--- config.mk ---
export PLATFORM = sky130hd
export DESIGN_NAME = idi_invariant
export DESIGN_NICKNAME = d
export VERILOG_FILES = /design/src/hw/rtl/idi_pkg.sv /design/src/hw/rtl/idi_invariant.sv
export SDC_FILE = /design/constraint.sdc
export NUM_CORES = 2
export LEC_CHECK = 0
export ABC_AREA = 1
export ABC_CLOCK_PERIOD_IN_PS = 10500
export CAP_MARGIN = 15
export CORE_ASPECT_RATIO = 0.9
export CORE_UTILIZATION = 45
export CTS_CLUSTER_SIZE = 10
export DETAILED_ROUTE_END_ITERATION = 10
export DONT_BUFFER_PORTS = 1
export GPL_TIMING_DRIVEN = 0
export PLACE_DENSITY = 0.64
export SYNTH_ARGS = -nofsm -noshare
export SYNTH_HDL_FRONTEND = slang
export SYNTH_SLANG_ARGS = --single-unit
--- constraint.sdc ---
create_clock -name aclk -period 10.5 [get_ports aclk]
set_input_delay 2.1 -clock aclk [delete_from_list [all_inputs] [get_ports aclk]]
set_output_delay 2.1 -clock aclk [all_outputs]
set_load 0.005 [all_outputs]
--- src/hw/rtl/idi_pkg.sv ---
// Shared types, constants and helper functions of the image differential invariants block.
`default_nettype none
package idi_pkg;
    localparam int MAX_WIDTH  = 1024;
    localparam int PIXEL_BITS = 12;
    localparam int SLOTS      = 6;
    localparam int SLOT_BITS  = $clog2(SLOTS);
    localparam int COL_BITS   = $clog2(MAX_WIDTH);
    localparam int DIM_BITS   = 11;
    localparam int MEM_DEPTH  = SLOTS * MAX_WIDTH;
    localparam int ADDR_BITS  = $clog2(MEM_DEPTH);
    localparam int AHEAD_BITS = DIM_BITS + 1;
    localparam int G_BITS     = PIXEL_BITS + 2;
    localparam int H_BITS     = PIXEL_BITS + 5;
    localparam int SQ_BITS    = 2 * G_BITS;
    localparam int PROD_BITS  = SQ_BITS + H_BITS;
    localparam int VALUE_BITS = 48;
    localparam int ACC_BITS   = VALUE_BITS + 2;
    localparam int IDX_BITS   = 2;

    localparam logic [IDX_BITS-1:0] REG_MODE   = 2'd0;
    localparam logic [IDX_BITS-1:0] REG_WIDTH  = 2'd1;
    localparam logic [IDX_BITS-1:0] REG_HEIGHT = 2'd2;

    typedef enum logic [1:0] {
        MODE_LAPLACE,
        MODE_GRAD_SQ,
        MODE_NORMAL,
        MODE_TANGENT
    } mode_t;

    typedef enum logic [2:0] {
        ST_IDLE,
        ST_FETCH,
        ST_DIFF,
        ST_CALC,
        ST_OUT
    } state_t;

    typedef struct packed {
        logic signed [G_BITS-1:0] gx;
        logic signed [G_BITS-1:0] gy;
        logic signed [H_BITS-1:0] xx;
        logic signed [H_BITS-1:0] xy;
        logic signed [H_BITS-1:0] yy;
    } deriv_t;

    typedef struct packed {
        logic [DIM_BITS-1:0] lo;
        logic [DIM_BITS-1:0] hi;
        logic                dbl;
    } pick_t;

    // Neighbor pair for a difference at index i of n; ends use the one-sided pair.
    function automatic pick_t pick(input logic [DIM_BITS-1:0] i, input logic [DIM_BITS-1:0] n);
        pick_t p;
        if (i == '0) begin
            p.lo  = '0;
            p.hi  = DIM_BITS'(1);
            p.dbl = 1'b1;
        end else if (i >= n - DIM_BITS'(1)) begin
            p.lo  = n - DIM_BITS'(2);
            p.hi  = n - DIM_BITS'(1);
            p.dbl = 1'b1;
        end else begin
            p.lo  = i - DIM_BITS'(1);
            p.hi  = i + DIM_BITS'(1);
            p.dbl = 1'b0;
        end
        return p;
    endfunction
endpackage
`default_nettype wire

--- src/hw/rtl/idi_invariant.sv ---
// Shared-multiplier sequencer that forms the selected invariant from the derivatives.
`default_nettype none
module idi_invariant (
    input  wire logic                              aclk,
    input  wire logic                              aresetn,
    input  wire logic                              start,
    input  wire idi_pkg::mode_t                    mode,
    input  wire idi_pkg::deriv_t                   deriv,
    output logic                                   done,
    output logic signed [idi_pkg::VALUE_BITS-1:0]  value
);
    import idi_pkg::*;

    localparam logic signed [ACC_BITS-1:0] VMAX = ACC_BITS'({1'b0, {(VALUE_BITS-1){1'b1}}});
    localparam logic signed [ACC_BITS-1:0] VMIN = -VMAX - ACC_BITS'(1);

    logic                        busy_reg;
    logic [2:0]                  step_reg;
    logic                        done_reg;
    logic signed [SQ_BITS-1:0]   sqx_reg, sqy_reg, cr_reg;
    logic signed [PROD_BITS-1:0] prod_reg;
    logic signed [ACC_BITS-1:0]  acc_reg;
    logic signed [VALUE_BITS-1:0] value_reg;
    logic signed [SQ_BITS-1:0]   a_op;
    logic signed [H_BITS-1:0]    b_op;
    logic signed [PROD_BITS-1:0] prod;
    logic signed [ACC_BITS-1:0]  prod_ext;
    logic signed [ACC_BITS-1:0]  sel;
    logic                        tangent;

    assign tangent = (mode == MODE_TANGENT);

    always_comb begin
        a_op = SQ_BITS'(deriv.gx);
        b_op = H_BITS'(deriv.gx);
        case (step_reg)
            3'd1: begin a_op = SQ_BITS'(deriv.gy); b_op = H_BITS'(deriv.gy); end
            3'd2: begin a_op = SQ_BITS'(deriv.gx); b_op = H_BITS'(deriv.gy); end
            3'd3: begin a_op = tangent ? sqy_reg : sqx_reg; b_op = deriv.xx; end
            3'd4: begin a_op = cr_reg; b_op = deriv.xy; end
            3'd5: begin a_op = tangent ? sqx_reg : sqy_reg; b_op = deriv.yy; end
            default: ;
        endcase
    end

    assign prod     = a_op * b_op;
    assign prod_ext = ACC_BITS'(prod_reg);

    always_comb begin
        case (mode)
            MODE_LAPLACE: sel = (ACC_BITS'(deriv.xx) + ACC_BITS'(deriv.yy)) <<< 2;
            MODE_GRAD_SQ: sel = (ACC_BITS'(sqx_reg) + ACC_BITS'(sqy_reg)) <<< 2;
            default:      sel = acc_reg;
        endcase
    end

    always_ff @(posedge aclk) begin
        if (!aresetn) begin
            busy_reg <= 1'b0;
            step_reg <= '0;
            done_reg <= 1'b0;
        end else begin
            done_reg <= 1'b0;
            if (start) begin
                busy_reg <= 1'b1;
                step_reg <= '0;
            end else if (busy_reg) begin
                step_reg <= step_reg + 3'd1;
                if (step_reg == 3'd7) begin
                    busy_reg <= 1'b0;
                    done_reg <= 1'b1;
                end
            end
        end
    end

    always_ff @(posedge aclk) begin
        if (busy_reg) begin
            prod_reg <= prod;
            case (step_reg)
                3'd1: sqx_reg <= SQ_BITS'(prod_reg);
                3'd2: sqy_reg <= SQ_BITS'(prod_reg);
                3'd3: cr_reg  <= SQ_BITS'(prod_reg);
                3'd4: acc_reg <= prod_ext;
                3'd5: acc_reg <= tangent ? acc_reg - (prod_ext <<< 1)
                                         : acc_reg + (prod_ext <<< 1);
                3'd6: acc_reg <= acc_reg + prod_ext;
                3'd7: begin
                    if (sel > VMAX) begin
                        value_reg <= VALUE_BITS'(VMAX);
                    end else if (sel < VMIN) begin
                        value_reg <= VALUE_BITS'(VMIN);
                    end else begin
                        value_reg <= VALUE_BITS'(sel);
                    end
                end
                default: ;
            endcase
        end
    end

    assign done  = done_reg;
    assign value = value_reg;
endmodule
`default_nettype wire

# [After elaboration in Yosys (flattened, before gate mapping)]
# Cells that the tools add are included.
[op_classes] n_addsub=6 n_mul=1 order_cmp=2 n_eq_ne=9 muxes=12 bitwise=2 reduce_logical=10
[op_table] cell="$pmux 50 s3" count=1
[op_table] cell="$pmux 28 s4" count=1
[op_table] cell="$pmux 50 s2" count=1
[op_table] cell="$pmux 17 s4" count=1
[op_table] cell="$mux 28" count=2
[op_table] cell="$add 50x45->50" count=1
[op_table] cell="$add 50x46->50" count=1
[op_table] cell="$gt 50x48->1 const B" count=1
[op_table] cell="$lt 50x48->1 const B" count=1
[op_table] cell="$mux 50" count=1
[op_table] cell="$sub 50x46->50" count=1
[op_table] cell="$mux 48" count=1
[op_table] cell="$mul 28x17->45" count=1
[op_table] cell="$add 28x28->29" count=1
[op_table] cell="$add 17x17->18" count=1
[op_table] cell="$eq 3x3->1 const B" count=4
[op_table] cell="$reduce_and 2->1" count=5
[op_table] cell="$eq 3x2->1 const B" count=2
[op_table] cell="$mux 1" count=4
[op_table] cell="$reduce_or 2->1" count=2
[op_table] cell="$add 3x1->3 const B" count=1
[op_table] cell="$eq 3x1->1 const B" count=1
[op_table] cell="$reduce_bool 3->1" count=1
[op_table] cell="$reduce_or 3->1" count=1
[op_table] cell="other kinds (4)" count=5
[word_totals] reg_bits=232 inputBits=84 output_inout_bits=49

# [Logic depth before layout (Yosys ltp)]
[logic_depth] ltp_word=4 depth_mapped=38 ltp_nobuf=36

# [Least setup slack after synthesis]
# No wires, ideal clock.
[synth_path] path_type="input -> register" start="in mode[0]" end="reg prod_reg[44], data pin" arrival_ns=8.056 t_required_ns=10.240 setup_slack_ns=2.184 stages=28 n_path_buf=2 cell_sequence="nand2_1 -> inv_1 -> buf_2 -> nor2_1 -> o221ai_1 -> nand2_1 -> inv_1 -> buf_2 -> nand2_1 -> fa_1 -> inv_1 -> fa_1 -> fa_1 -> fa_1 -> fa_1 -> inv_1 -> fa_1 -> inv_1 -> ha_1 -> nand2_1 -> nor2_1 -> inv_1 -> nor2_1 -> inv_1 -> nor3_1 -> nand3_1 -> nand3_1 -> xnor2_1"
[synth_via] elab_chain_cells=4 elab_cells_between_ends=5 cone_classes="1 x mul; 1 x eq/ne; 3 x mux"
[synth_rtl] item="from (decl)" line_no="idi_invariant.sv:7" source="input wire idi_pkg::mode_t mode,"
[synth_rtl] item="$eq 2x2->1 (*)" line_no="idi_invariant.sv:31" source="assign tangent = (mode == MODE_TANGENT);"
[synth_rtl] item="$mux 28 (on tied branches)" line_no="idi_invariant.sv:41, idi_invariant.sv:39"
[synth_rtl] item="$pmux 28 s4 (*)" line_no="idi_invariant.sv:36" source="case (step_reg)"
[synth_rtl] item="$mul 28x17->45 (*)" line_no="idi_invariant.sv:46" source="assign prod = a_op * b_op;"
[synth_rtl] item="net prod[44]" line_no="idi_invariant.sv:26" source="logic signed [PROD_BITS-1:0] prod;"
[synth_rtl] item="to (signal assigned)" line_no="idi_invariant.sv:79" source="prod_reg <= prod;"
[synth_rtl] item="to (decl)" line_no="idi_invariant.sv:21" source="logic signed [PROD_BITS-1:0] prod_reg;"
# Mark *: on every way through the listed nets, which the timed path passes. The rest lies on a longest branch.
# A chain may end at the register's enable or synchronous reset.

# [Final worst setup path]
[layout_path] start="in mode[0]" end="reg prod_reg[38], data pin"
# Same word-level chain as after synthesis.

==> results.md <==
- Worst setup margin: 1040 ps
- Max FO, Critical Path: 10
- Post-synth ARST share: 0%
- Die height: 285 um
- Critical path data arrival time: 9780 ps
- CTS Buffer Depth: 3
- Most frequent cells in the layout: 1471 x nand2_1, 1094 x inv_1, 633 x nor2_1
- Sequential share of the synthesized area: 17.3%
- Fin Clk Skew: 13.7 ps
- Number of global-route vias before repair: 37261
- Crit path top cell by count: fa_1
- Slew Viols, Final: 0
- First DRT Iteration DRCs: 4389
- Die area: 89900 um^2
- Post-CTS setup buffers: 0
- Pre-CTS WS: 589 ps
- # H-tree levels: 1
- Initial antenna violation count: 3
- CP Class: in2reg
- Post-synth top area cell: fa_1
- Area delta synth->final: 6.23%
- Avg Inst Size Synth: 7.07 um^2
- First-pass GRT wire length: 234000 um
- Grt total ovfl: 0
- Final HPWL DP: 134000 um
- GRT Total Usage: 35.1%
- Initial Util: 45.5%
- Post-synth EDFFs: 227
- Largest net degree at the start of global routing: 49
- Placed cell area: 41500 um^2
- Worst-path clk slew: 60 ps
- Share of layout cells above drive strength 1: 3.85%
- Final non-filler cell area: 42400 um^2
- Core Area: 87800 um^2
- Post-Synthesis Net Count: 6456
- Hold Crit Class: reg2reg
- Residual DRC: 0
- Largest stage delay, worst path: 590 ps
- TNS Setup: 0 ps
- Maxcap violations: 0
- Outcome: completed
- Nets: 6494
- Unique masters post-synth: 50
- RSZ-0062 raised after global routing: false
- Routed Antenna Nets: 0
- Detail-routed net length per standard cell: 22.8 um
- Final setup fails: 0
- Mapped cell area: 39900 um^2
- # IOs: 133
- Largest register FFs: 50
- Via count: 38327
- Post-CTS resize count: 0
- RD Place Congestion: 1.01
- Die W: 316 um
- Worst-Skew Late Latency: 580 ps
- # rows: 103
- CTS tree: built
- Crit path time final: 9460 ps
- Final Cycle Share: 90.1%
- Worst endpoint required time: 10820 ps
- Synth top area cells: fa_1 23%, edfxtp_1 17%, nand2_1 14%
- Yosys warnings: 0
- Number of synthesized register bits: 232
- CTS buffer count: 30
- Commonest non-fill, non-tap cell in the layout: nand2_1
- Worst slew pin tran: 1190 ps
- Startpoint types: input pin
- Worst slew margin: 20.3%
- Fmax: 106 MHz
- WP buf/inv: 7
- Vias per std cell: 5.58
- Delay-heaviest family, CP: adder cells
- Mapped Cells: 5650
- Slowest-stage cell, CP: fa_1
- Yosys top cell area share: 23.3%
- Ys flop type: edfxtp_1
- Routed wire length: 157000 um
- Buffers on Ports: 0
- CTS Hold Bufs: 0
- Crit path capture type: flip-flop
- Sink Count: 232
- Initial DRT Pass Iterations: 6
- Final Hold Fails: 0
- Clock root buffer: clkbuf_16
final timing paths:
| check | cells after the start | slack [ps] | endpoint | start |
|---|---|---|---|---|
| max | 25 | 1040 | prod_reg[38]$_DFFE_PP_ | mode[0] |
| min | 2 | 540 | step_reg[0]$_SDFFE_PP0P_ | step_reg[0]$_SDFFE_PP0P_ |
| max reg2reg | 27 | 1480 | prod_reg[44]$_DFFE_PP_ | step_reg[0]$_SDFFE_PP0P_ |
| min reg2reg | 2 | 540 | step_reg[0]$_SDFFE_PP0P_ | step_reg[0]$_SDFFE_PP0P_ |
cell usage after synthesis, types with 58 or more instances:
| library cell | instances |
|---|---|
| o21ai_0 | 215 |
| clkbuf_1 | 58 |
| edfxtp_1 | 227 |
| ha_1 | 257 |
| xor2_1 | 69 |
| nand4_1 | 68 |
| inv_1 | 1096 |
| fa_1 | 465 |
| nor2_1 | 635 |
| nand3_1 | 349 |
| a21oi_1 | 273 |
| nand2_1 | 1471 |
area by class of cell:
class / instances / area (um^2)
sequential: 232 / 6920
buffer: 124 / 559
clock inverter: 7 / 86.3
fill: 9069 / 45300
multi-input combinational: 4166 / 28200
antenna: 1 / 2.50
clock buffer: 44 / 813
timing repair buffer: 6 / 123
inverter: 1128 / 4240
tap: 1155 / 1450
per-stage QoR:
step           hold WS, ps  cells  util [%]
2_1_floorplan          487   5650         -
6_report               543   6863      48.3
5_1_grt                591   6862      48.3
3_3_place_gp           511   6805      47.2
3_5_place_dp           526   6810      47.3
4_1_cts                533   6861      48.3
metal layers:
metal | wire length (um) | GRT usage (%)
met5 | 13 | 0
met4 | 6610 | 12.5
met3 | 16100 | 6.81
met2 | 67300 | 53.4
met1 | 66600 | 49.5
worst register-to-register path: cells and delay by family, from the launching register on:
kind            cells  cell delay, ps
xor+xnor            1             160
simple gates        4             700
compound gates      6            1120
flops               1             420
fa+ha+maj           9            4050
buf+inv             7            2320
kinds of logic (layout without fill, tap and decap cells):
kind of cell,count (synthesis),count (layout),share of synthesized area (%)
AO/OA/AOI/OAI,652,652,9.29
adder cells (fa/ha/maj),722,722,31.4
other,0,1,0
flip-flops,232,232,17.3
buffers and inverters,1252,1309,12.0
XOR/XNOR,97,97,2.13
AND/OR/NAND/NOR,2695,2695,27.9
Power is not shown: default switching activity piles up to over one toggle a cycle in this logic, so the estimate is an artifact.
